--- src/rtl/time_bucket_assign_defines.svh ---
// assertion macros shared by the time bucket rtl
// expects clk_i and rst_ni in the scope of each use
`ifndef TIME_BUCKET_ASSIGN_DEFINES_SVH
`define TIME_BUCKET_ASSIGN_DEFINES_SVH

// checked only out of reset
`define TBA_ASSERT(lbl, prop, msg) \
  lbl: assert property (@(posedge clk_i) disable iff (!rst_ni) prop) \
    else $error(msg);

// checked at every edge, reset included
`define TBA_ASSERT_ALWAYS(lbl, prop, msg) \
  lbl: assert property (@(posedge clk_i) prop) \
    else $error(msg);

`endif

--- src/rtl/tba_pkg.sv ---
// types and constants of the time bucket block
// no dependencies
package tba_pkg;

  localparam int unsigned DATA_W    = 64;
  localparam int unsigned CFG_IDX_W = 2;

  typedef enum logic [CFG_IDX_W-1:0] {
    CFG_ORIGIN_TIME  = 2'd0,
    CFG_BUCKET_WIDTH = 2'd1
  } tba_cfg_idx_e;

  // side information that travels with each item down the pipeline
  typedef struct packed {
    logic valid;
    logic invalid;
    logic neg;
    logic last;
  } tba_ctl_t;

endpackage

--- src/rtl/tba_out.sv ---
// floor correction, sign extension and output register with skid entry
// depends on tba_pkg and the assertion macro header
`include "time_bucket_assign_defines.svh"

module tba_out #(
  parameter int unsigned TW = 64
) (
  input  logic                       clk_i,
  input  logic                       rst_ni,
  input  tba_pkg::tba_ctl_t          ctl_i,
  input  logic [TW-1:0]              rem_i,
  input  logic [TW-1:0]              quo_i,
  output logic                       en_o,
  output logic                       out_valid_o,
  input  logic                       out_ready_i,
  output logic [tba_pkg::DATA_W-1:0] bucket_number_o,
  output logic                       status_o,
  output logic                       last_out_o
);
  import tba_pkg::*;

  tba_ctl_t          fin_ctl_q;
  logic [DATA_W-1:0] fin_res_q, fin_res_d;
  logic [TW-1:0]     fixed;
  logic              sk_v_q;
  logic [DATA_W-1:0] sk_res_q;
  logic              sk_status_q;
  logic              sk_last_q;
  logic              sk_fill;

  // negative dividend: ceil of magnitude, then negate
  always_comb begin
    fixed = ctl_i.neg ? (~quo_i + TW'(rem_i == '0)) : quo_i;
    if (ctl_i.invalid) begin
      fin_res_d = '0;
    end else begin
      fin_res_d = DATA_W'($signed(fixed));
    end
  end

  assign en_o    = ~sk_v_q;
  assign sk_fill = ~sk_v_q & fin_ctl_q.valid & ~out_ready_i;

  always_ff @(posedge clk_i or negedge rst_ni) begin
    if (!rst_ni) begin
      fin_ctl_q <= '0;
      sk_v_q    <= 1'b0;
    end else begin
      if (en_o) begin
        fin_ctl_q <= ctl_i;
      end
      if (sk_fill) begin
        sk_v_q <= 1'b1;
      end else if (sk_v_q && out_ready_i) begin
        sk_v_q <= 1'b0;
      end
    end
  end

  always_ff @(posedge clk_i) begin
    if (en_o) begin
      fin_res_q <= fin_res_d;
    end
    if (sk_fill) begin
      sk_res_q    <= fin_res_q;
      sk_status_q <= fin_ctl_q.invalid;
      sk_last_q   <= fin_ctl_q.last;
    end
  end

  assign out_valid_o     = sk_v_q | fin_ctl_q.valid;
  assign bucket_number_o = sk_v_q ? sk_res_q : fin_res_q;
  assign status_o        = sk_v_q ? sk_status_q : fin_ctl_q.invalid;
  assign last_out_o      = sk_v_q ? sk_last_q : fin_ctl_q.last;

  `TBA_ASSERT(a_invalid_zero, out_valid_o && status_o |-> bucket_number_o == '0, "invalid width with nonzero bucket")
  `TBA_ASSERT(a_skid_freeze, sk_v_q |=> $stable(fin_ctl_q) && $stable(fin_res_q), "pipeline moved while skid full")
  `TBA_ASSERT(a_skid_cause, $rose(sk_v_q) |-> $past(fin_ctl_q.valid && !out_ready_i), "skid filled without stall")
  `TBA_ASSERT_ALWAYS(a_reset_quiet, !rst_ni |-> !out_valid_o, "result offered during reset")

endmodule

--- config.mk ---
export PLATFORM = sky130hd
export DESIGN_NAME = tba_out
export DESIGN_NICKNAME = d
export VERILOG_FILES = /design/src/rtl/tba_pkg.sv /design/src/rtl/tba_out.sv
export VERILOG_INCLUDE_DIRS = /design/src /design/src/rtl
export SDC_FILE = /design/constraint.sdc
export NUM_CORES = 1
export LEC_CHECK = 0
export BUFFER_PORTS_ARGS = -buffer_cell sky130_fd_sc_hd__buf_2
export CAP_MARGIN = 0
export CORE_MARGIN = 2
export CORE_UTILIZATION = 45
export CTS_CLUSTER_DIAMETER = 150
export DETAILED_ROUTE_END_ITERATION = 7
export HOLD_SLACK_MARGIN = 0.08
export PLACE_DENSITY_LB_ADDON = 0.12
export SETUP_SLACK_MARGIN = 0.1
export SYNTH_ARGS = -nofsm -noshare
export SYNTH_HDL_FRONTEND = slang
export SYNTH_SLANG_ARGS = --single-unit
--- constraint.sdc ---
create_clock -name clk_i -period 7 [get_ports clk_i]
set_input_delay 1.75 -clock clk_i [delete_from_list [all_inputs] [get_ports clk_i]]
set_output_delay 1.75 -clock clk_i [all_outputs]
set_load 0.01 [all_outputs]
### Yosys cells after proc, flatten, opt, wreduce, memory -nomap -nowiden

Index checks and enable logic that the tools add are counted.

| operators by class | value |
|---|---|
| $add $sub $neg | 1 |
| mux-type cells | 6 |
| bitwise operators | 6 |
| reduce and logical (&&, ||, !) cells | 3 |

Operator list:

| operator | number |
|---|---|
| $mux 64 | 2 |
| $add 64x1->64 | 1 |
| $logic_not 64->1 | 1 |
| $not 64->64 | 1 |
| $mux 1 | 4 |
| $and 1x1->1 | 2 |
| $not 1->1 | 2 |
| $reduce_bool 2->1 | 1 |
| $logic_and 1x1->1 | 1 |
| $or 1x1->1 | 1 |

| word-level totals | value |
|---|---|
| register bits | 134 |
| bits of input ports | 135 |
| output and inout bits | 68 |
| logic and storage cells | 24 |

### Logic depth before layout (Yosys ltp)

| depth | value |
|---|---|
| word-level depth | 4 |
| depth in mapped cells | 11 |
| mapped depth without buffers | 10 |

### Worst setup path before layout

Ideal clock, no wire load.

| timing path | value |
|---|---|
| path type | input port to flip-flop |
| start point | in out_ready_i |
| end point | reg sk_last_q, enable pin |
| setup time | 0.585 ns |
| arrival time | 6.546 ns |
| data required time | 6.415 ns |
| setup slack | -0.131 ns |
| stages | 1 |
| buffers on the path | 0 |
| path through | nor3b_1 |

| on the way | value |
|---|---|
| cells in the longest elaborated chain, start to end | 2 |

Ends and longest elaborated chain:

| item | RTL line | text |
|---|---|---|
| start, declared | tba_out.sv:15 | `input logic out_ready_i,` |
| $not 1->1 | tba_out.sv:42 | `assign sk_fill = ~sk_v_q & fin_ctl_q.valid & ~out_ready_i;` |
| $and 1x1->1 | tba_out.sv:42 |  |
| end signal, assigned | tba_out.sv:67 | `sk_last_q <= fin_ctl_q.last;` |
| end, declared | tba_out.sv:28 | `logic sk_last_q;` |

Every way passes these cells.
A chain may end at the register's enable or synchronous reset.

### Final worst setup path

| timing path | value |
|---|---|
| start point | in rem_i[32] |
| end point | reg fin_res_q[44], data pin |

| on the way | value |
|---|---|
| cells in the longest elaborated chain, start to end | 3 |

Ends and longest elaborated chain:

| item | RTL line | text |
|---|---|---|
| start, declared | tba_out.sv:11 | `input logic [TW-1:0] rem_i,` |
| $logic_not 64->1 | tba_out.sv:33 | `fixed = ctl_i.neg ? (~quo_i + TW'(rem_i == '0)) : quo_i;` |
| $add 64x1->64 | tba_out.sv:33 |  |
| $mux 64 | tba_out.sv:33 |  |
| end signal, assigned | tba_out.sv:62 | `fin_res_q <= fin_res_d;` |
| end, declared | tba_out.sv:23 | `logic [DATA_W-1:0] fin_res_q, fin_res_d;` |

Every way passes these cells.

==> out/results.txt <==
Post-synth top area share - 52.8%
Iter 0 DRT Violations - 487
Final design utilization - 57.8%
Final Max Tran Viols - 0
Worst-Margin Slew - 917 ps
Post-CTS setup buffers - 0
Multi-input gate area - 3240 um2
Sum Neg Setup Slack - 0 ps
Skew-Pair Late Insertion Delay - 420 ps
IO Port Bufs - 202
Routed WL - 20000 um
Row count - 46
Drt pass-1 iters - 8
Placed instance area - 8610 um2
Sw frac - 25.0%
Commonest non-fill, non-tap cell in the layout - buf_2
Synthesized cell area - 7390 um2
Vias in the first global route - 5920
Crit share post-route - 76.1%
Clock power share - 40.9%
Max Cap Viol - 0
Total GRT Usage - 23.0%
Total CTS buffers - 17
Initial core utilization - 46.2%
CTS tree - built
Register Area - 4010 um2
Peak Freq - 0.188 GHz
Final Hold Viols - 0
Crit-path max FO - 9
Antenna diode count - 0
Hold_ws - 438 ps
Vias/cell - 5.73
First-pass GRT wire length - 31600 um
Place WS - 1300 ps
Synthesized flop and latch total - 134
Mapped Avg Cell Area - 11.6 um2
Post-Syn Nets - 773
Setup crit start kind - primary input
Sw power - 0.000580 W
Area Growth Syn to Fin - 25.0%
Final routed DRC violation total - 0
Critical Setup Path Class - in -> reg
Flop2flop setup slack - 4910 ps
H-tree depth - 4
RSZ-0062 raised after global routing - false
Crit. End Element - flip-flop
Final worst path period need - 5320 ps
Largest cells by area after synthesis - edfxtp_1, mux2_2, xor2_1
Sequential Power Share - 43.9%
Setup violations, final - 0
Most frequent cells in the layout - buf_2, edfxtp_1, mux2_2, nor2_1, nor4_1
Clock tree buffer depth - 2
Outcome - finished clean
Post-cts repair resize count - 0
IO Pins - 203
Worst EP required - 7290 ps
Sequential share of the synthesized area - 54.1%
Slew Limit Headroom - 38.9%
Detailed placement HPWL - 14400 um
Routed WL per cell - 18.9 um
Slack of the critical path - 1680 ps
Total global routing overflow - 0
Crit path arrival time - 5610 ps
Leak pwr - 3.50 nW
Fin area - 9240 um2
Synthesized netlist cell count - 635
Gpl congestion - 0.867
Vias - 6064
Hold Path Class - reg -> reg
Yosys warns - 0
Gate power share - 15.2%
Number of flops mapped to enable cells by yosys - 130
Ys flop type - edfxtp_1
Die Area - 17500 um2
Filler instances - 1448
Pint - 0.00174 W
Sink Count - 134
Die Y - 132 um
Nets - 967
Initial antenna violation count - 0
Asr flop ratio synth - 2.99%
Synth area leader - edfxtp_1
Worst VDD drop - 0.168 mV
# hold bufs at CTS - 0
Core area - 16000 um2
PwrDens - 252 nW/um2
Share of post-route cells with drive strength above 1 - 39.2%
Netlist cell types - 45
Setup Skew - 7.86 ps
Die W - 132 um
Clock-pin transition on the worst setup and hold timing paths - 60 ps
Largest net degree at the start of global routing - 67
Antenna Nets Post-Route - 0
CTS Root Cell - clkbuf_16
## synth_stat cells (all sizes together), types with 3 or more instances
cell type	n
nand3	14
o211ai	4
a211o	6
o31ai	9
clkbuf	26
a21oi	9
mux2	76
nor3b	3
nand4	11
nor4b	3
nor3	24
nand4b	6
o311ai	3
inv	8
ha	3
edfxtp	130
or4	8
dfrtp	4
o41ai	15
or4b	3
nand2	30
mux2i	7
nand2b	16
o21ai	24
buf	8
nor4	47
or2	5
xnor2	3
nor2b	8
xor2	33
or3	10
nor2	64
## routing by layer
layer	vias up	GRT usage [%]	part of all wire, %
li1	2875	-	-
met1	2920	30.9	45
met2	244	37.1	48
met3	25	4.92	5.8
met4	0	7.77	1.5
met5	-	0	0
## final cells by class
class / count / share of cell area [%]
Tap cell: 216 / 2.92
Sequential cell: 134 / 43.3
Clock buffer: 18 / 4.64
Clock inverter: 14 / 2.17
Timing Repair Buffer: 209 / 11.5
Multi-Input combinational cell: 459 / 35.1
Inverter: 8 / 0.325
## worst max-delay path: stages
cell and delay [ps]:
buf_2 100, nor4_1 360, nand4_1 150, nor4_1 430, ha_1 290, ha_1 230, nor4b_1 430, nand3_1 400
or4_1 830, or4b_1 540, nand3_1 100
## registers in the layout, summed over array words and instances (netlist names)
name	cells
fin_ctl_q	3
fin_res_q	64
sk_last_q	1
sk_res_q	64
sk_status_q	1
sk_v_q	1
## through the flow
step           total power (W)  cells
2_1_floorplan          0.00123    635
3_5_place_dp           0.00139   1026
3_3_place_gp           0.00139   1026
6_report               0.00232   1058
4_1_cts                0.00235   1058
5_1_grt                0.00242   1058
## final timing paths
path	startpoint	to	cells past startpoint
min	fin_res_q[61]	sk_res_q[61]	0
max in group asynchronous	rst_ni	sk_v_q	1
max reg2reg	sk_v_q	sk_res_q[46]	2
max	rem_i[32]	fin_res_q[44]	11
min in group asynchronous	rst_ni	fin_ctl_q[2]	1
min reg2reg	fin_res_q[61]	sk_res_q[61]	0
## power groups by stage
stage / Clock, W / Combinational [W] / Sequential, W
3_3_place_gp: 0 / 0.000353 / 0.00103
3_5_place_dp: 0 / 0.000354 / 0.00104
2_1_floorplan: 0 / 0.000212 / 0.00102
5_1_grt: 0.00100 / 0.000387 / 0.00103
4_1_cts: 0.000966 / 0.000358 / 0.00102
6_report: 0.000950 / 0.000354 / 0.00102
## cell families after synthesis
| kind of cell | count (synthesis) | synth area share (%) |
|---|---|---|
| buffers and inverters | 42 | 2.15 |
| multiplexers | 83 | 12.5 |
| AND/OR/NAND/NOR | 255 | 18.6 |
| XOR/XNOR | 36 | 4.26 |
| flip-flops | 134 | 54.1 |
| adder cells (fa/ha/maj) | 3 | 0.508 |
| AO/OA/AOI/OAI | 82 | 7.78 |
(Power assumes the default switching activity.)
