<file path="src/rtl/time_bucket_assign_defines.svh">
// assertion macros shared by the time bucket rtl
// expects clk_i and rst_ni in the scope of each use
`ifndef TIME_BUCKET_ASSIGN_DEFINES_SVH
`define TIME_BUCKET_ASSIGN_DEFINES_SVH

// checked only out of reset
`define TBA_ASSERT(lbl, prop, msg) \
  lbl: assert property (@(posedge clk_i) disable iff (!rst_ni) prop) \
    else $error(msg);

// checked at every edge, reset included
`define TBA_ASSERT_ALWAYS(lbl, prop, msg) \
  lbl: assert property (@(posedge clk_i) prop) \
    else $error(msg);

`endif

</file>
<file path="src/rtl/tba_pkg.sv">
// types and constants of the time bucket block
// no dependencies
package tba_pkg;

  localparam int unsigned DATA_W    = 64;
  localparam int unsigned CFG_IDX_W = 2;

  typedef enum logic [CFG_IDX_W-1:0] {
    CFG_ORIGIN_TIME  = 2'd0,
    CFG_BUCKET_WIDTH = 2'd1
  } tba_cfg_idx_e;

  // side information that travels with each item down the pipeline
  typedef struct packed {
    logic valid;
    logic invalid;
    logic neg;
    logic last;
  } tba_ctl_t;

endpackage

</file>
<file path="src/rtl/tba_prep.sv">
// front stages: wrapped difference, width check, then dividend magnitude
// depends on tba_pkg
module tba_prep #(
  parameter int unsigned TW = 64
) (
  input  logic                     clk_i,
  input  logic                     rst_ni,
  input  logic                     en_i,
  input  logic                     valid_i,
  input  logic [tba_pkg::DATA_W-1:0] timestamp_i,
  input  logic                     last_i,
  input  logic [TW-1:0]            origin_i,
  input  logic [TW-1:0]            width_i,
  output tba_pkg::tba_ctl_t        ctl_o,
  output logic [TW-1:0]            mag_o
);
  import tba_pkg::*;

  tba_ctl_t      ctl_a_q, ctl_a_d;
  logic [TW-1:0] diff_q, diff_d;
  tba_ctl_t      ctl_b_q, ctl_b_d;
  logic [TW-1:0] mag_q, mag_d;

  always_comb begin
    ctl_a_d.valid   = valid_i;
    ctl_a_d.invalid = (width_i == '0) || width_i[TW-1];
    ctl_a_d.neg     = 1'b0;
    ctl_a_d.last    = last_i;
    diff_d          = timestamp_i[TW-1:0] - origin_i;
  end

  always_comb begin
    ctl_b_d     = ctl_a_q;
    ctl_b_d.neg = diff_q[TW-1];
    mag_d       = diff_q[TW-1] ? (~diff_q + TW'(1)) : diff_q;
  end

  always_ff @(posedge clk_i or negedge rst_ni) begin
    if (!rst_ni) begin
      ctl_a_q <= '0;
      ctl_b_q <= '0;
    end else if (en_i) begin
      ctl_a_q <= ctl_a_d;
      ctl_b_q <= ctl_b_d;
    end
  end

  always_ff @(posedge clk_i) begin
    if (en_i) begin
      diff_q <= diff_d;
      mag_q  <= mag_d;
    end
  end

  assign ctl_o = ctl_b_q;
  assign mag_o = mag_q;

endmodule

</file>
<file path="config.mk">
export PLATFORM = sky130hd
export DESIGN_NAME = tba_prep
export DESIGN_NICKNAME = d
export VERILOG_FILES = /design/src/rtl/time_bucket_assign_defines.svh /design/src/rtl/tba_pkg.sv /design/src/rtl/tba_prep.sv
export SDC_FILE = /design/constraint.sdc
export NUM_CORES = 1
export LEC_CHECK = 0
export BUFFER_PORTS_ARGS = -buffer_cell sky130_fd_sc_hd__buf_4
export CAP_MARGIN = 20
export CORE_MARGIN = 2
export CORE_UTILIZATION = 54
export DETAILED_ROUTE_END_ITERATION = 8
export MAX_ROUTING_LAYER = met4
export PLACE_DENSITY_LB_ADDON = 0.12
export SLEW_MARGIN = 40
export SYNTH_ARGS = -nofsm -noshare
export SYNTH_HDL_FRONTEND = slang
export SYNTH_SLANG_ARGS = --single-unit
</file>
<file path="constraint.sdc">
create_clock -name clk_i -period 4.25 [get_ports clk_i]
set_input_delay 0.85 -clock clk_i [delete_from_list [all_inputs] [get_ports clk_i]]
set_output_delay 0.85 -clock clk_i [all_outputs]
set_load 0.01 [all_outputs]
</file>
; ---- Yosys cells after proc, flatten, opt, wreduce, memory -nomap -nowiden
; Index checks and enable logic that the tools add are counted.
[totals]
reg_bits = 135
out_inout_bits = 68
[classes]
reduce_logical = 2
muxes = 1
n_addsub = 2
bitwise_logic = 1
[ops]
columns = cell, n
row1 = "64-bit by 1-bit adder with 64-bit output, second input constant", 1
row2 = 64-bit zero test, 1
row3 = 64-bit NOT, 1
row4 = 64-bit subtractor, 1
row5 = 63-bit 2-to-1 mux, 1
row6 = 1-bit logical OR, 1

; ---- Depth between registers and ports, before layout
; Gate-level depths: netlist of the first run.
[depth]
ltp_word = 3
depth_mapped = 13
depth_no_buf = 13

; ---- Worst setup path before layout of the first run
; Ideal clock, no wire load.
[synth_timing]
path_type = input to register
startpoint = in origin_i[19]
endpoint = reg diff_q[59] (data pin)
arrival_time_ns = 3.517
slack_ns = 0.456
n_path_buf = 1
cell_stages = 13
path_cell_list = inv_1 > ha_1 > clkbuf_1 > nand2_1 > nor3_1 > nand3_1 > nor4_1 > nor2_1 > o21a_1 > or3_1 > a21oi_1 > a21o_1 > a311oi_1
[synth_via]
elab_chain_len = 1
[synth_rtl]
columns = element, line_no
row1 = start: declaration, tba_prep.sv:12  ; input logic [TW-1:0] origin_i,
row2 = 64-bit subtractor, tba_prep.sv:29  ; diff_d = timestamp_i[TW-1:0] - origin_i;
row3 = net diff_d[59], tba_prep.sv:20  ; logic [TW-1:0] diff_q, diff_d;
row4 = end signal: assignment, tba_prep.sv:50  ; diff_q <= diff_d;
row5 = end: declaration, tba_prep.sv:20
; The timed path passes the listed nets, and every way through them passes these cells.
; A chain may end at the register's enable or synchronous reset.

; ---- Worst setup path after layout of the first run
[layout_timing]
startpoint = in timestamp_i[21] in the netlist's numbering
endpoint = reg diff_q[53] (data pin)
[layout_via]
elab_chain_len = 1
[layout_rtl]
columns = element, line_no
row1 = start: declaration, tba_prep.sv:10  ; input logic [tba_pkg::DATA_W-1:0] timestamp_i,
row2 = 64-bit subtractor, tba_prep.sv:29
row3 = net diff_d[53], tba_prep.sv:20
; The timed path passes the listed nets, and every way through them passes these cells.

==> results of run 1 <==
-- synthesized netlist by cell type (3+ instances only) --
cell / n
or3_4: 3
xnor2_1: 97
o41ai_1: 6
a21o_1: 22
buf_1: 4
nor2b_1: 14
nand2_1: 64
nand2b_1: 14
a21boi_0: 5
o21a_1: 10
a31oi_1: 10
or3_1: 15
ha_1: 64
o31ai_1: 18
nor2_1: 48
edfxtp_1: 128
o211ai_1: 4
nor3_1: 16
a21oi_1: 74
mux2_2: 7
nand3_1: 14
o21bai_1: 10
or4_1: 4
nor4_1: 25
dfrtp_1: 7
xor2_1: 21
nand4_1: 24
inv_1: 80
a211oi_1: 9
and2_1: 7
clkbuf_1: 22
and3_1: 7
or2_2: 10
a311oi_1: 3
o21ai_0: 63
-- per-stage QoR --
step                      instances  power, mW
after floorplan                 958      2.739
after global placement         1444      3.338
after detailed placement       1444      3.368
after CTS                      1476      4.842
after global routing           1477      5.049
final                          1477      4.825
-- cells by family (layout without fill, tap and decap cells) --
kind of cell	after synthesis	in the layout	share of synthesized area [%]
other	0	1	0
AND/OR/NAND/NOR	274	274	15.56
AO/OA/AOI/OAI	252	252	17.13
adder cells (fa/ha/maj)	65	65	8.685
multiplexers	7	7	0.8342
XOR/XNOR	118	118	10.94
flip-flops	135	135	42.53
buffers and inverters	107	400	4.329
-- path summary, 6_finish.rpt --
path	start	endpoint	slack [ns]	cells past startpoint
max	timestamp_i[21]	diff_q[53]	0.33	12
min	rst_ni	ctl_a_q[0]	0.25	1
max reg2reg	diff_q[17]	mag_o[63]	0.61	7
min reg2reg	diff_q[0]	mag_o[0]	0.50	0
max in group asynchronous	rst_ni	ctl_o[2]	3.87	1
min in group clk_i	diff_q[0]	mag_o[0]	0.50	0
-- metal layers --
metal / vias to the layer above / global-route usage, % / wire length (um)
met1: 3901 / 31.46 / 9887
met4: 0 / 9.722 / 602
li1: 4094 / - / -
met2: 321 / 46.48 / 12360
met5: - / - / 0
met3: 40 / 5.406 / 1704
-- final cells by class --
class	instances	area [um^2]	area share, %
multi-input combinational	716	5022	40.53
sequential	135	4019	32.43
timing repair buffer	288	2175	17.55
clock buffer	21	440.4	3.554
inverter	80	300.3	2.424
tap	225	281.5	2.272
clock inverter	11	150.1	1.212
antenna	1	2.502	0.02020
-- worst max-delay path: stages --
cell	delay [ns]
buf_4	0.11
ha_1	0.28
nand2_1	0.11
nor3_1	0.40
nand3_1	0.14
nor4_1	0.59
o21ai_0	0.22
a211oi_1	0.35
nor4_1	0.17
o31ai_1	0.49
a41oi_1	0.22
xnor2_1	0.17
-- report_power, final --
group          switching [mW]  internal [mW]
combinational           0.718          0.691
clock                   0.547          0.926
sequential              0.149           1.79
total                    1.41           3.41
-- flip-flops by register name (all words and copies together) (netlist names) --
register	cells
diff_q	64
ctl_o	4
ctl_a_q	3
mag_o	64
-- layout by cell type, fill, tap and decap left out, types with 4 or more instances in the layout --
cell type,instances
buf_4,287
edfxtp_1,128
xnor2_1,97
inv_1,80
a21oi_1,74
nand2_1,64
ha_1,64
o21ai_0,63
nor2_1,48
nor4_1,25
nand4_1,24
a21o_1,22
xor2_1,21
o31ai_1,18
clkbuf_16,17
nor3_1,16
or3_1,15
nand3_1,14
nand2b_1,14
nor2b_1,14
o21bai_1,10
a31oi_1,10
o21a_1,10
or2_2,10
a211oi_1,9
and3_1,7
and2_1,7
mux2_2,7
dfrtp_1,7
o41ai_1,6
a21boi_0,5
o211ai_1,4
or4_1,4
clkbuf_1,4
==> impl_metrics.env, run 1 <==
export IMPL_crit_fanout=4
export IMPL_drt_iter0_drc=464
export IMPL_critPathArrivalTime_ns=4.08
export IMPL_htree_levels=4
export IMPL_ys_ff_latch=135
export IMPL_place_congestion=0.8846
export IMPL_clk_path_buf_depth=2
export IMPL_vias=8356
export IMPL_fmax_mhz=255.0
export IMPL_ys_flop_type="edfxtp_1"
export IMPL_grt_pass1_wl_um=38020
export IMPL_pre_cts_ws_ns=0.04727
export IMPL_post_route_period_util_pct=92.28
export IMPL_grt_pass1_vias=7863
export IMPL_post_cts_buffers=0
export IMPL_final_max_slew_viol_count=0
export IMPL_peakVddDrop_mv=0.2869
export IMPL_syn_to_final_growth_pct=31.11
export IMPL_syn_nets=1220
export IMPL_avgSynthCellArea_um2=9.865
export IMPL_clk_latency_ns=0.41
export IMPL_utilization_pct=72.14
export IMPL_max_cap_violations=0
export IMPL_clock_sinks=135
export IMPL_end_kind="flip-flop"
export IMPL_track_usage_pct=27.04
export IMPL_status="completed"
export IMPL_drive_above_1_share_pct=27.66
export IMPL_core_um2=17180
export IMPL_clkTransAtPathRegs_ns=0.06
export IMPL_required_ns=4.41
export IMPL_std_cell_rows=48
export IMPL_numCtsBuffers=17
export IMPL_synth_async_reset_ratio_pct=5.185
export IMPL_holdWs_ns=0.2493
export IMPL_viasPerCell=5.657
export IMPL_dp_hpwl_um=19680
export IMPL_start_util_pct=55.02
export IMPL_drt_wirelength_per_cell_um=16.63
export IMPL_layout_min_cycle_time_ns=3.922
export IMPL_hold_viol=0
export IMPL_holdBufCountCts=0
export IMPL_setup_tns_final_ns=0
export IMPL_clockRootBuffer="clkbuf_16"
export IMPL_final_antenna_net_count=0
export IMPL_synth_cell_types=59
export IMPL_grt_setup_unrepaired="false"
export IMPL_worstSetupPathType="input port to flip-flop"
export IMPL_setup_violations=0
export IMPL_netlist_instances=958
export IMPL_placed_cell_area_um2=11800
export IMPL_synth_edf_count=128
export IMPL_synth_top_area_cell="edfxtp_1"
export IMPL_route_detailed_drc=0
export IMPL_slew_headroom_pct=51.03
export IMPL_grt_max_degree=66
export IMPL_tritoncts="done"
export IMPL_yosys_warnings=0
export IMPL_routed_wirelength_um=24560
export IMPL_setup_ws_ns=0.3280
export IMPL_overflow=0
export IMPL_dieArea_um2=18580
export IMPL_tightest_slew_ns=0.7278
export IMPL_hold_path_class="input port to asynchronous set/reset pin"
export IMPL_synth_top_area_share_pct=40.67
export IMPL_io_pin_count=265
export IMPL_layout_nets=1500
export IMPL_synth_area_um2=9450
export IMPL_postLayoutCellArea_um2=12390
export IMPL_startpoint_type="input port"
export IMPL_power_density_nw_per_um2=389.4
export IMPL_drt_first_pass_iters=5
export IMPL_die_x_um=136.3
export IMPL_yosys_top_cells_area="edfxtp_1 41%, xnor2_1 9.0%, ha_1 8.5%"
export IMPL_yosysSeqAreaShare_pct=42.53
export IMPL_antenna_found_initial=1
export IMPL_p_leak_nw=5.290
export IMPL_die_height_um=136.3
export IMPL_port_buffers=264
export IMPL_ctsResizeCount=0
export IMPL_fillers=1331
export IMPL_clock_skew_ns=0.008693
(Power assumes the default switching activity.)
==> inputs of run 2 (changes only) <==
--- a/config.mk
+++ b/config.mk
@@ -12,6 +12,7 @@
 export DETAILED_ROUTE_END_ITERATION = 8
 export MAX_ROUTING_LAYER = met4
 export PLACE_DENSITY_LB_ADDON = 0.12
+export RECOVER_POWER = 100
 export SLEW_MARGIN = 40
 export SYNTH_ARGS = -nofsm -noshare
 export SYNTH_HDL_FRONTEND = slang
==> impl_metrics.env, run 2 (same netlist as run 1, synthesis figures left out) <==
export IMPL_status="complete, but fails checks"
export IMPL_failed_checks="capacitance limit, slew limit"
export IMPL_die_x_um=136.3
export IMPL_overflow=0
export IMPL_tightest_slew_ns=2.682
export IMPL_numCtsBuffers=17
export IMPL_drt_wirelength_per_cell_um=16.61
export IMPL_post_route_period_util_pct=92.53
export IMPL_regArea_um2=4019
export IMPL_dp_cells=1444
export IMPL_clock_sinks=135
export IMPL_start_util_pct=55.02
export IMPL_grt_max_degree=66
export IMPL_max_cap_violations=2
export IMPL_place_congestion=0.8846
export IMPL_crit_path_max_incr_delay_ns=0.59
export IMPL_layout_nets=1500
export IMPL_fin_cells=1477
export IMPL_hold_viol=0
export IMPL_viasPerCell=5.645
export IMPL_grt_pass1_wl_um=38020
export IMPL_clockRootBuffer="clkbuf_16"
export IMPL_worstSetupPathType="flip-flop to flip-flop"
export IMPL_holdBufCountCts=0
export IMPL_clkTransAtPathRegs_ns=0.06
export IMPL_clk_latency_ns=0.41
export IMPL_grt_pass1_vias=7863
export IMPL_cp_slowest_cell="or4_1"
export IMPL_crit_top_cell="or3_1"
export IMPL_routed_wirelength_um=24530
export IMPL_antenna_found_initial=1
export IMPL_final_max_slew_viol_count=116
export IMPL_std_cell_rows=48
export IMPL_dp_hpwl_um=19680
export IMPL_clk_path_buf_depth=2
export IMPL_multi_input_area_um2=4960
export IMPL_crit_fanout=6
export IMPL_vias=8338
export IMPL_layout_commonest_cell="buf_4"
export IMPL_core_um2=17180
export IMPL_crit_chain="or4_1, or3_1, nor4_4, nand4_1, or3_1, or3_1, nor4b_1"
export IMPL_final_antenna_net_count=0
export IMPL_clock_skew_ns=0.008723
export IMPL_critPathArrivalTime_ns=4.08
export IMPL_setup_tns_final_ns=0
export IMPL_p_leak_nw=4.974
export IMPL_drive_above_1_share_pct=20.86
export IMPL_layout_min_cycle_time_ns=3.933
export IMPL_hold_path_class="input port to asynchronous set/reset pin"
export IMPL_track_usage_pct=27.04
export IMPL_htree_levels=4
export IMPL_post_cts_buffers=0
export IMPL_required_ns=4.39
export IMPL_final_cell_mix="205 x buf_4, 128 x edfxtp_1, 97 x xnor2_1, 81 x clkbuf_1, 80 x inv_1"
export IMPL_dieArea_um2=18580
export IMPL_drt_first_pass_iters=5
export IMPL_fmax_mhz=254.3
export IMPL_slew_headroom_pct=-78.78
export IMPL_io_pin_count=265
export IMPL_end_kind="flip-flop"
export IMPL_drt_iter0_drc=516
export IMPL_die_height_um=136.3
export IMPL_tritoncts="done"
export IMPL_port_buffers=264
export IMPL_route_detailed_drc=0
export IMPL_startpoint_type="flip-flop"
export IMPL_power_density_nw_per_um2=392.3
export IMPL_setup_violations=0
export IMPL_peakVddDrop_mv=0.2851
export IMPL_fillers=1415
export IMPL_syn_to_final_growth_pct=27.37
export IMPL_ff2ff_setup_slack_ns=0.32
export IMPL_ctsResizeCount=0
export IMPL_grt_setup_unrepaired="false"
## run 2: changes by cell type in the layout (fill, tap and decap cells not counted), sizes merged
cell,delta
buf,-82
clkbuf,+82
## run 2: final timing paths
check	start	endpoint	cells past startpoint
worst max-delay path	diff_q[11]	mag_o[63]	7
worst min-delay path	rst_ni	ctl_a_q[0]	1
worst max register to register	diff_q[11]	mag_o[63]	7
worst min register to register	diff_q[0]	mag_o[0]	0
max in group asynchronous	rst_ni	ctl_o[2]	1
min in group clk_i	diff_q[0]	mag_o[0]	0
## run 2: final cells by class
cell class | instances | share of cell area (%)
Sequential cell | 135 | 33.39
Clock buffer | 21 | 3.659
Clock inverter | 11 | 1.247
Antenna cell | 1 | 0.02079
Tap cell | 225 | 2.339
Timing Repair Buffer | 288 | 15.64
Multi-Input combinational cell | 716 | 41.21
Inverter | 80 | 2.495
## run 2: through the flow
| stage | util [%] | hold WS, ns | setup WS [ns] | area (um^2) | total power, mW |
|---|---|---|---|---|---|
| after global routing | 70.08 | 0.3784 | 0.1535 | 12040 | 4.946 |
| final | 70.08 | 0.3675 | 0.3173 | 12040 | 4.722 |
| after floorplan | - | 0.4515 | 0.4561 | 9450 | 2.739 |
| after global placement | 68.68 | 0.4781 | 0.2450 | 11800 | 3.338 |
| after detailed placement | 68.68 | 0.4774 | 0.04727 | 11800 | 3.368 |
| after CTS | 72.12 | 0.2372 | 0.4674 | 12390 | 4.842 |
## run 2: report_power, final
group          leakage, nW  internal [mW]  switching [mW]
registers             1.33           1.79           0.144
logic                 3.36          0.593           0.716
clock network        0.282          0.926           0.548
## run 2: per-layer routing
layer	GRT usage (%)	wire length (um)	share of wire, %
met1	31.46	9899	40
met2	46.48	12200	50
met3	5.406	1756	7.2
met4	9.722	671	2.7
met5	-	0	0
## run 2: critical path, delay by kind of cell, from the launching register on
kind | cells | cell delay (ns)
flops | 1 | 0.42
simple gates | 7 | 3.25
