[src/rtl/time_bucket_assign_defines.svh]
// assertion macros shared by the time bucket rtl
// expects clk_i and rst_ni in the scope of each use
`ifndef TIME_BUCKET_ASSIGN_DEFINES_SVH
`define TIME_BUCKET_ASSIGN_DEFINES_SVH

// checked only out of reset
`define TBA_ASSERT(lbl, prop, msg) \
  lbl: assert property (@(posedge clk_i) disable iff (!rst_ni) prop) \
    else $error(msg);

// checked at every edge, reset included
`define TBA_ASSERT_ALWAYS(lbl, prop, msg) \
  lbl: assert property (@(posedge clk_i) prop) \
    else $error(msg);

`endif

[src/rtl/tba_pkg.sv]
// types and constants of the time bucket block
// no dependencies
package tba_pkg;

  localparam int unsigned DATA_W    = 64;
  localparam int unsigned CFG_IDX_W = 2;

  typedef enum logic [CFG_IDX_W-1:0] {
    CFG_ORIGIN_TIME  = 2'd0,
    CFG_BUCKET_WIDTH = 2'd1
  } tba_cfg_idx_e;

  // side information that travels with each item down the pipeline
  typedef struct packed {
    logic valid;
    logic invalid;
    logic neg;
    logic last;
  } tba_ctl_t;

endpackage

[src/rtl/tba_div_stage.sv]
// one restoring division step: one quotient bit per stage
// depends on tba_pkg and the assertion macro header
`include "time_bucket_assign_defines.svh"

module tba_div_stage #(
  parameter int unsigned TW = 64
) (
  input  logic              clk_i,
  input  logic              rst_ni,
  input  logic              en_i,
  input  logic [TW-1:0]     div_i,
  input  tba_pkg::tba_ctl_t ctl_i,
  input  logic [TW-1:0]     rem_i,
  input  logic [TW-1:0]     quo_i,
  output tba_pkg::tba_ctl_t ctl_o,
  output logic [TW-1:0]     rem_o,
  output logic [TW-1:0]     quo_o
);
  import tba_pkg::*;

  tba_ctl_t      ctl_q;
  logic [TW-1:0] rem_q, rem_d;
  logic [TW-1:0] quo_q, quo_d;
  logic [TW:0]   trial;
  logic [TW:0]   sub;
  logic          ge;

  always_comb begin
    trial = {rem_i, quo_i[TW-1]};
    sub   = trial - {1'b0, div_i};
    ge    = ~sub[TW];
    rem_d = ge ? sub[TW-1:0] : trial[TW-1:0];
    quo_d = {quo_i[TW-2:0], ge};
  end

  always_ff @(posedge clk_i or negedge rst_ni) begin
    if (!rst_ni) begin
      ctl_q <= '0;
    end else if (en_i) begin
      ctl_q <= ctl_i;
    end
  end

  always_ff @(posedge clk_i) begin
    if (en_i) begin
      rem_q <= rem_d;
      quo_q <= quo_d;
    end
  end

  assign ctl_o = ctl_q;
  assign rem_o = rem_q;
  assign quo_o = quo_q;

  // partial remainder stays below a valid divisor
  `TBA_ASSERT(a_rem_below_div, ctl_q.valid && !ctl_q.invalid |-> rem_q < div_i, "remainder not below divisor")

endmodule

[config.mk]
export PLATFORM = sky130hd
export DESIGN_NAME = tba_div_stage
export DESIGN_NICKNAME = d
export VERILOG_FILES = /design/src/rtl/tba_pkg.sv /design/src/rtl/tba_div_stage.sv
export VERILOG_INCLUDE_DIRS = /design/src /design/src/rtl
export SDC_FILE = /design/constraint.sdc
export NUM_CORES = 1
export LEC_CHECK = 0
export BUFFER_PORTS_ARGS = -buffer_cell sky130_fd_sc_hd__buf_2
export CAP_MARGIN = 40
export CORE_AREA = 4 4 156 158
export DETAILED_ROUTE_END_ITERATION = 8
export DIE_AREA = 0 0 160 162
export PLACE_DENSITY = 0.76
export SLEW_MARGIN = 20
export SYNTH_ARGS = -nofsm -noshare
export SYNTH_HDL_FRONTEND = slang
export SYNTH_SLANG_ARGS = --single-unit
[constraint.sdc]
create_clock -name clk_i -period 0.8 [get_ports clk_i]
set_input_delay 0.16 -clock clk_i [delete_from_list [all_inputs] [get_ports clk_i]]
set_output_delay 0.16 -clock clk_i [all_outputs]
set_load 0.02 [all_outputs]
Yosys cells after proc, flatten, opt, wreduce, memory -nomap -nowiden
Cells that the tools add are included.

Output and inout port bits: 132. Register bits after elaboration: 132. Logic and storage cells: 9. Bits of input ports: 199.

Bitwise operators: 1. Multiplexer cells: 1. Add/subtract/negate cells: 1.

Operators with widths (number): subtractor 65 x 64 -> 65 bit (1); 2-to-1 mux 64 bit (1); inverter 1 bit (1).

Depth between registers and ports, before layout
Gate-level depths: netlist of the first run.

Depth in word-level cells: 2. Mapped depth: 14.

Worst setup path before layout of the first run
OpenSTA, ideal clock, no wires.

Path type: input-to-reg. Start point: input div_i[26]. End point: register rem_q[59], in the netlist rem_o[59] (data pin). Arrival time: 2931 ps. Cell stages on the path: 10. Setup slack: -2393 ps. Data required time: 538 ps. Buffers on the path: 0. Cells stage by stage: inv_1 ha_1 a21o_1 or4b_1 or4b_4 a311o_1 a211oi_2 o21ai_1 mux2i_1 mux2_1.

Word-level cells in the longest chain between the ends: 2.

Ends and longest elaborated chain: from (decl) (RTL line tba_div_stage.sv:11) `input logic [TW-1:0] div_i,`; subtractor 65 x 64 -> 65 bit (RTL line tba_div_stage.sv:30) `sub = trial - {1'b0, div_i};`; 2-to-1 mux 64 bit (RTL line tba_div_stage.sv:32) `rem_d = ge ? sub[TW-1:0] : trial[TW-1:0];`; named net rem_d[59] (RTL line tba_div_stage.sv:22) `logic [TW-1:0] rem_q, rem_d;`; to (signal assigned) (RTL line tba_div_stage.sv:46) `rem_q <= rem_d;`; to (decl) (RTL line tba_div_stage.sv:22).

The timed path passes the listed nets, and every way through them passes these cells. A chain may end at the register's enable or synchronous reset.

Worst setup path in the final report of the first run
Start point: input div_i[24]. End point: register rem_q[55], in the netlist rem_o[55] (data pin).

The elaborated chain is that of the path after synthesis.

==> impl_metrics.py, run 1 <==
metrics = {
    "run_status": {
        "status": "finished with violations",
        "violations": "setup timing",
    },
    "yosys": {
        "synth_edf_count": 128,
        "async_flop_share_pct": 3.03,
        "ys_warn_count": 0,
        "ys_ff_latch": 132,
        "synth_largest_area_cell": "edfxtp_1",
        "syn_area_um2": 9030,
        "synth_nets": 1142,
        "synth.most_common_cell": "edfxtp_1",
        "syn_area_per_cell_um2": 10.3,
        "synthCells": 878,
        "synth_top_flop_cell": "edfxtp_1",
        "synth_cell_types": 72,
        "ys_seq_area_share_pct": 43.7,
        "synth.top_cell.area_share_pct": 42.6,
        "synthTopCellsByCount": "128 x edfxtp_1, 87 x inv_1, 78 x a21oi_1",
        "synthTopCellsByArea": "edfxtp_1 43%, ha_1 8.9%, mux2_1 6.0%",
    },
    "timing": {
        "setup_ws_ns": -2.04,
        "rsz0062_at_grt": "yes",
        "tightest_slew_ns": 0.656,
        "max_freq_mhz": 353,
        "fin_crit_sh_pct": 355,
        "hold_viol_final": 0,
        "skew_ns": 0,
        "maxSlewViolCount": 0,
        "setup_viol": 197,
        "post-route-min-period_ns": 2.84,
        "timing.slew.headroom_pct": 56.1,
    },
    "drt": {
        "drtPass1Iterations": 6,
        "vias_per_cell": 5.16,
        "first_iter_violations": 661,
        "routedWlPerCell_um": 18.1,
        "drc": 0,
        "drtAntennaViolNets": 0,
        "routed_wl_um": 34200,
        "vias": 9724,
    },
    "cts": {
        "numCtsBuffers": 17,
        "path_clk_slew_ns": 0.06,
        "cts-root-buf": "clkbuf_16",
        "clock_latency_ns": 0.41,
        "cts_tree": "built",
        "clk_path_buf_depth": 2,
        "cts.sinks": 132,
        "htreeDepth": 4,
    },
    "layout": {
        "fin_util_pct": 70.7,
        "num-nets-final": 1843,
        "seqCellArea_um2": 3950,
        "layout-drive-gt1-share_pct": 52.9,
        "syn2layout_area_growth_pct": 81.1,
        "multi_input_area_um2": 5460,
        "fillCellCount": 1639,
    },
    "pwr": {
        "ir_worst_vdd_v": 0.00173,
        "power.leakage_nw": 7.78,
        "powerDensity_nw_per_um2": 1800,
        "power_mw": 29.4,
    },
    "global_route": {
        "overflow": 0,
        "grt_pass1_vias": 10000,
        "grt_pass1_wl_um": 51000,
        "grt_use_total_pct": 24.5,
        "antenna_found_initial": 3,
        "grt_max_degree": 22,
    },
    "worst_setup_path": {
        "r2r_slack_ns": 0,
        "critPathRequiredTime_ns": 0.97,
        "crit_chain": "buf_8 -> inv_12 -> ha_4 -> a21oi_4 -> nor2_1 -> or4b_4 -> or4b_4 -> a311o_1 -> a211o_1 -> a31oi_2 -> xnor2_1 -> mux2_4",
        "crit_top_cell": "or4b_4",
        "max_stage_delay_ns": 0.52,
        "endpoint_kind": "register",
        "path_max_fanout": 2,
        "slowest_stage": "or4b_4",
        "worstSetupPathType": "in -> reg",
        "arrival_ns": 3.01,
        "start_kind": "input pin",
    },
    "place": {
        "gp_congestion": 0.919,
        "hpwl_um": 24500,
        "numPortBuffers": 330,
    },
    "floorplanning": {
        "start_util_pct": 39.0,
        "die_width_um": 160,
        "coreArea_um2": 23100,
        "fp-row-count": 56,
        "die_area_um2": 25900,
        "ios": 331,
        "die_h_um": 162,
    },
    "min_path": {
        "hp-class": "in -> reg",
    },
    "job": {
        "cap_violations": 0,
    },
}
## final cells by class
cell class / instances / area share (%)
diodes: 2 / 0.0306
clock inverters: 15 / 1.01
multi-input cells: 625 / 33.4
clock buffers: 17 / 2.60
repair buffers: 714 / 34.2
inverters: 88 / 2.28
flip-flops and latches: 132 / 24.2
well taps: 290 / 2.22
repair inverters: 1 / 0.0689
## state kept, by name, summed over array words and instances (netlist names)
signal  count
quo_o      64
rem_o      64
ctl_o       4
## cells in the final DEF, fill, tap and decap left out, types with 18 or more instances in the layout
cell             n
xor2_1          23
ha_4            24
o21ai_0         18
inv_1           73
a21oi_1         68
edfxtp_1       128
a21o_1          32
clkbuf_16       18
nand2_1         62
buf_6          109
xnor2_1         33
dlygate4sd3_1   68
buf_2          226
buf_4          293
ha_1            40
nand4_1         22
mux2_4          56
nor2_1          42
## metrics by stage
stage	cells	setup TNS (ns)	setup slack (ns)	hold WS (ns)	instance area, um2
finish	1884	-163.92	-2.04	0.0544	16300
global route	1884	-174.49	-2.10	0.0472	16300
CTS	1873	-161.06	-1.96	0.0420	15800
detailed placement	1745	-170.70	-2.60	-0.0317	13500
global placement	1745	-167.83	-2.52	-0.0343	13500
floorplan	878	-130.02	-2.21	-0.136	9520
## timing repair
action / CTS / global route
endpoints found under the setup margin: 197 / 198
buffers inserted: 27 / 9
cloned: 2 / 2
hold buffers: 68 / 0
hold endpoints to repair: 71 / 0
resized for setup: 177 / 130
pin swaps: 40 / 22
## path summary, 6_finish.rpt
path / start / to / cells past startpoint
min in group asynchronous: rst_ni / ctl_o[2] / 2
max in group asynchronous: rst_ni / ctl_o[1] / 2
hold reg to reg: ctl_o[2] / ctl_o[2] / 1
hold / removal: rem_i[19] / rem_o[20] / 2
setup / recovery: div_i[24] / rem_o[55] / 12
setup reg to reg: ctl_o[3] / ctl_o[3] / 1
## logic make-up after synthesis
logic type,share of synthesized area [%]
AOI/OAI and AO/OA,17.1
xor gates and xnor gates,5.53
adders and majority gates,9.09
buffers and inverters,5.16
DFF,43.7
muxes,8.32
and+or+nand+nor,11.1
## power breakdown
group          internal (mW)  leakage, nW  switching (mW)
logic                   6.57         6.20            5.63
registers               8.74         1.30           0.413
clock network           4.68        0.286            3.39
total                   20.0         7.78            9.43
## critical path, delay by kind of cell
family / cells / cell delay (ns)
simple gates: 3 / 1.11
compound gates: 4 / 1.04
mux: 1 / 0.26
fa+ha+maj: 1 / 0.24
buf+inv: 2 / 0.12
xor+xnor: 1 / 0.08
## routing by layer
layer	part of all wire (%)	wire length [um]	GRT usage [%]	vias up
met2	52	17600	44.4	405
met4	3.4	1180	9.23	2
met5	0.035	12	0	-
met3	6.0	2050	4.57	89
met1	39	13300	28.8	4583
li1	-	-	-	4645
Power figures use the tool's default switching activity.
==> run 2, diff against run 1 <==
--- a/config.mk
+++ b/config.mk
@@ -11,7 +11,7 @@
 export CORE_AREA = 4 4 156 158
 export DETAILED_ROUTE_END_ITERATION = 8
 export DIE_AREA = 0 0 160 162
-export PLACE_DENSITY = 0.76
+export PLACE_DENSITY = 0.74
 export SLEW_MARGIN = 20
 export SYNTH_ARGS = -nofsm -noshare
 export SYNTH_HDL_FRONTEND = slang
==> constraint.sdc (replaced) <==
create_clock -name clk_i -period 2.6 [get_ports clk_i]
set_input_delay 0.52 -clock clk_i [delete_from_list [all_inputs] [get_ports clk_i]]
set_output_delay 0.52 -clock clk_i [all_outputs]
set_load 0.02 [all_outputs]
==> impl_metrics.py, run 2 (synthesis results as in run 1) <==
metrics = {
    "place": {
        "numPortBuffers": 330,
        "placed_area_um2": 13300,
        "hpwl_um": 23400,
        "gp_congestion": 0.928,
    },
    "global_route": {
        "grt_pass1_vias": 9411,
        "antenna_found_initial": 2,
        "grt_max_degree": 51,
        "overflow": 0,
        "grt_pass1_wl_um": 48700,
        "grt_use_total_pct": 23.3,
    },
    "worst_setup_path": {
        "critPathRequiredTime_ns": 2.76,
        "path_max_fanout": 4,
        "worstSetupPathType": "in -> reg",
        "arrival_ns": 3.32,
        "endpoint_kind": "register",
        "start_kind": "input pin",
    },
    "timing": {
        "timing.slew.headroom_pct": 61.3,
        "hold_viol_final": 0,
        "maxSlewViolCount": 0,
        "post-route-min-period_ns": 3.15,
        "setup_ws_ns": -0.554,
        "fin_crit_sh_pct": 121,
        "tightest_slew_ns": 0.578,
        "rsz0062_at_grt": "yes",
        "skew_ns": 0,
        "setup_viol": 65,
        "max_freq_mhz": 317,
    },
    "run_status": {
        "violations": "setup timing",
        "status": "finished with violations",
    },
    "job": {
        "cap_violations": 0,
    },
    "floorplanning": {
        "start_util_pct": 39.0,
        "coreArea_um2": 23100,
        "die_h_um": 162,
        "ios": 331,
        "fp-row-count": 56,
        "die_width_um": 160,
        "die_area_um2": 25900,
    },
    "layout": {
        "layout-drive-gt1-share_pct": 53.3,
        "fin_util_pct": 64.6,
        "syn2layout_area_growth_pct": 65.5,
        "layout_common_cells": "314 x buf_2, 262 x buf_4, 128 x edfxtp_1, 76 x inv_1, 67 x a21oi_1",
        "fillCellCount": 1832,
        "final_area_um2": 14900,
        "num-nets-final": 1749,
        "final_common_cell": "buf_2",
    },
    "cts": {
        "clk_path_buf_depth": 2,
        "numCtsBuffers": 17,
        "cts-root-buf": "clkbuf_16",
        "cts_tree": "built",
        "path_clk_slew_ns": 0.07,
        "clock_latency_ns": 0.41,
        "cts.sinks": 132,
        "htreeDepth": 4,
    },
    "pwr": {
        "p_switching_mw": 2.83,
        "internal_power_mw": 5.91,
        "ir_worst_vdd_v": 0.000379,
        "power.leakage_nw": 7.21,
        "comb_power_share_pct": 39.7,
        "p_sw_share_pct": 32.4,
        "powerDensity_nw_per_um2": 585,
        "pwr-share-seq_pct": 31.5,
        "pwr-share-clk_pct": 28.8,
    },
    "drt": {
        "drc": 0,
        "routedWlPerCell_um": 17.5,
        "first_iter_violations": 537,
        "drtPass1Iterations": 5,
        "routed_wl_um": 31300,
        "vias_per_cell": 5.14,
        "vias": 9192,
        "drtAntennaViolNets": 0,
    },
    "min_path": {
        "hp-class": "in -> reg",
    },
}
run 2: final timing paths:
path,start,end,slack [ns],cells past startpoint
min in group asynchronous,rst_ni,ctl_o[1],0.44,2
setup reg to reg,ctl_o[0],ctl_o[0],1.85,1
hold / removal,quo_i[40],quo_o[41],0.27,1
max in group asynchronous,rst_ni,ctl_o[3],2.04,2
hold reg to reg,ctl_o[2],ctl_o[2],0.51,1
setup / recovery,div_i[24],rem_o[55],-0.55,12
run 2: repair_timing:
item                                   in CTS  in global routing
setup buffers                              25                  5
pin swaps                                  31                  9
hold buffers                                1                  0
gates cloned                                7                  0
endpoints found under the hold margin       4                  0
setup endpoints to repair                  65                 65
gates resized for setup                    95                 31
run 2: cell type report:
class                           count  area (um2)  share of cell area (%)
Clock inverter                     14         166                    1.11
Clock buffer                       18         429                    2.87
Multi-Input combinational cell    625        5380                    36.0
Tap cell                          290         363                    2.43
Inverter                           88         368                    2.46
Sequential cell                   132        3940                    26.4
Antenna cell                        2        5.00                  0.0335
Timing Repair Buffer              621        4290                    28.7
run 2: metrics by stage:
stage	setup slack, ns	hold slack (ns)	TNS (ns)	power (mW)	cells
floorplan	-0.773	0.224	-36.37	4.56	878
global placement	-1.06	0.326	-65.76	5.73	1721
detailed placement	-1.14	0.329	-68.07	5.79	1721
CTS	-0.533	0.252	-27.92	8.72	1784
global route	-0.640	0.246	-37.00	9.15	1790
finish	-0.554	0.270	-31.60	8.74	1790
run 2: worst max-delay path: stages:
cell     delay (ns)
buf_12         0.09
inv_12         0.03
ha_4           0.25
a21oi_4        0.15
nor2_1         0.05
or4b_4         0.52
or4b_4         0.53
a311o_1        0.35
a211o_1        0.29
a31oi_1        0.20
xnor2_1        0.09
mux2_4         0.25
run 2: metal layers:
metal,vias to the layer above,wire length (um),global-route usage [%]
met1,4307,12700,28.4
met3,64,2000,4.19
met5,-,0,0
met2,366,15700,41.5
met4,0,969,8.06
li1,4455,-,-
run 2: power groups by stage:
stage | Sequential, mW | Combinational, mW | Clock (mW)
finish | 2.75 | 3.47 | 2.52
detailed placement | 2.80 | 2.99 | 0
global route | 2.78 | 3.71 | 2.67
CTS | 2.76 | 3.39 | 2.57
global placement | 2.80 | 2.93 | 0
floorplan | 3.15 | 1.41 | 0
==> run 3, diff against run 2 <==
--- a/config.mk
+++ b/config.mk
@@ -9,6 +9,7 @@
 export BUFFER_PORTS_ARGS = -buffer_cell sky130_fd_sc_hd__buf_2
 export CAP_MARGIN = 40
 export CORE_AREA = 4 4 156 158
+export CTS_BUF_LIST = sky130_fd_sc_hd__clkbuf_8 sky130_fd_sc_hd__clkbuf_16
 export DETAILED_ROUTE_END_ITERATION = 8
 export DIE_AREA = 0 0 160 162
 export PLACE_DENSITY = 0.74
==> impl_metrics.py, run 3 (synthesis results as in run 1) <==
metrics = {
    "layout": {
        "layout-drive-gt1-share_pct": 53.3,
        "fillCellCount": 1832,
        "layout_common_cells": "314 x buf_2, 262 x buf_4, 128 x edfxtp_1, 77 x inv_1, 67 x a21oi_1",
        "final_area_um2": 14900,
        "fin_util_pct": 64.6,
        "num-nets-final": 1749,
        "syn2layout_area_growth_pct": 65.5,
        "final_common_cell": "buf_2",
    },
    "worst_setup_path": {
        "worst-path-buf-inv": 2,
        "crit_family": "simple AND/OR/NAND/NOR gates",
        "path_max_fanout": 4,
        "start_kind": "input pin",
        "max_stage_delay_ns": 0.53,
        "r2r_cells": 1,
        "r2r_slack_ns": 1.85,
        "crit_chain": "buf_12 -> inv_12 -> ha_4 -> a21oi_4 -> nor2_1 -> or4b_4 -> or4b_4 -> a311o_1 -> a211o_1 -> a31oi_1 -> xnor2_1 -> mux2_4",
        "crit_top_cell": "or4b_4",
        "r2r_end": "ctl_o[0]",
        "slowest_stage": "or4b_4",
        "r2r-start": "ctl_o[0]",
        "endpoint_kind": "register",
        "arrival_ns": 3.32,
        "worstSetupPathType": "in -> reg",
        "critPathRequiredTime_ns": 2.77,
    },
    "min_path": {
        "hp-class": "in -> reg",
        "hp-start": "quo_i[22]",
        "hold_depth": 1,
        "hold_end": "quo_o[23]",
    },
    "timing": {
        "setup_viol": 65,
        "fin_crit_sh_pct": 121,
        "tightest_slew_ns": 0.578,
        "maxSlewViolCount": 0,
        "hold_viol_final": 0,
        "max_freq_mhz": 317,
        "setup_ws_ns": -0.555,
        "post-route-min-period_ns": 3.16,
        "timing.slew.headroom_pct": 61.3,
        "rsz0062_at_grt": "yes",
        "skew_ns": 0,
        "holdWs_ns": 0.269,
        "tns_ns": -31.60,
    },
    "floorplanning": {
        "start_util_pct": 39.0,
        "fp-row-count": 56,
        "ios": 331,
        "die_h_um": 162,
        "die_width_um": 160,
        "coreArea_um2": 23100,
        "die_area_um2": 25900,
    },
    "cts": {
        "path_clk_slew_ns": 0.07,
        "numCtsBuffers": 17,
        "cts.sinks": 132,
        "htreeDepth": 4,
        "clk_path_buf_depth": 2,
        "clock_latency_ns": 0.41,
        "cts-root-buf": "clkbuf_16",
        "cts_tree": "built",
    },
    "place": {
        "placed_area_um2": 13300,
        "gp_congestion": 0.928,
        "numPortBuffers": 330,
        "hpwl_um": 23400,
        "dp_slack_ns": -1.14,
    },
    "pwr": {
        "p_switching_mw": 2.83,
        "ir_worst_vdd_v": 0.000379,
        "internal_power_mw": 5.91,
        "power.leakage_nw": 7.22,
        "pwr-share-seq_pct": 31.5,
        "pwr-share-clk_pct": 28.8,
        "p_sw_share_pct": 32.4,
        "powerDensity_nw_per_um2": 585,
        "comb_power_share_pct": 39.7,
    },
    "drt": {
        "drtPass1Iterations": 5,
        "vias_per_cell": 5.13,
        "drc": 0,
        "vias": 9191,
        "drtAntennaViolNets": 0,
        "first_iter_violations": 538,
        "routed_wl_um": 31300,
        "routedWlPerCell_um": 17.5,
    },
    "global_route": {
        "grt_pass1_wl_um": 48700,
        "grt_use_total_pct": 23.3,
        "antenna_found_initial": 2,
        "grt_pass1_vias": 9411,
        "grt_max_degree": 51,
        "overflow": 0,
    },
    "run_status": {
        "violations": "setup timing",
        "status": "finished with violations",
    },
    "job": {
        "cap_violations": 0,
    },
}
==> run 3: cell types whose count changed in the layout (fill, tap and decap cells not counted) <==
cell / before / now
clkbuf_1: 1 / 0
inv_1: 76 / 77
==> run 3: cell type report <==
type | instances | area [um2] | share of cell area (%)
sequential | 132 | 3940 | 26.4
tap | 290 | 363 | 2.43
timing repair buffer | 621 | 4290 | 28.7
inverter | 88 | 368 | 2.46
multi-input combinational | 625 | 5380 | 36.0
clock inverter | 15 | 170 | 1.14
clock buffer | 17 | 425 | 2.85
antenna | 2 | 5.00 | 0.0335
==> run 3: timing repair <==
action	CTS	global route
pin swaps	31	9
gates resized for setup	95	31
cloned	7	0
hold buffers	1	0
endpoints found under the setup margin	65	65
buffers inserted	25	5
endpoints found under the hold margin	4	0
==> run 3: power groups by stage <==
stage | registers, mW | logic [mW] | clock network [mW]
floorplan | 3.15 | 1.41 | 0
global placement | 2.80 | 2.93 | 0
detailed placement | 2.80 | 2.99 | 0
CTS | 2.76 | 3.39 | 2.57
global route | 2.78 | 3.71 | 2.66
finish | 2.75 | 3.47 | 2.52
==> run 3: metal layers <==
layer  track usage (%)  part of all wire (%)
met5                 0                     0
met4              8.06                   3.1
met3              4.19                   6.3
met2              41.5                    50
met1              28.4                    41
==> run 3: metrics by stage <==
stage	std cells	power, mW
CTS	1784	8.72
finish	1790	8.74
global placement	1721	5.73
global route	1790	9.15
detailed placement	1721	5.79
floorplan	878	4.56
==> run 3: how the worst max path moves through the flow <==
stage              start         to  slack, ns  cells past startpoint
6_report       div_i[24]  rem_o[55]      -0.56                     12
5_1_grt        div_i[21]  rem_o[31]      -0.64                     16
4_1_cts        div_i[24]  rem_o[51]      -0.53                     12
3_5_place_dp   div_i[24]  rem_o[59]      -1.14                     12
3_3_place_gp   quo_i[63]  rem_o[26]      -1.06                     15
2_1_floorplan  div_i[24]  rem_o[59]      -0.77                     11
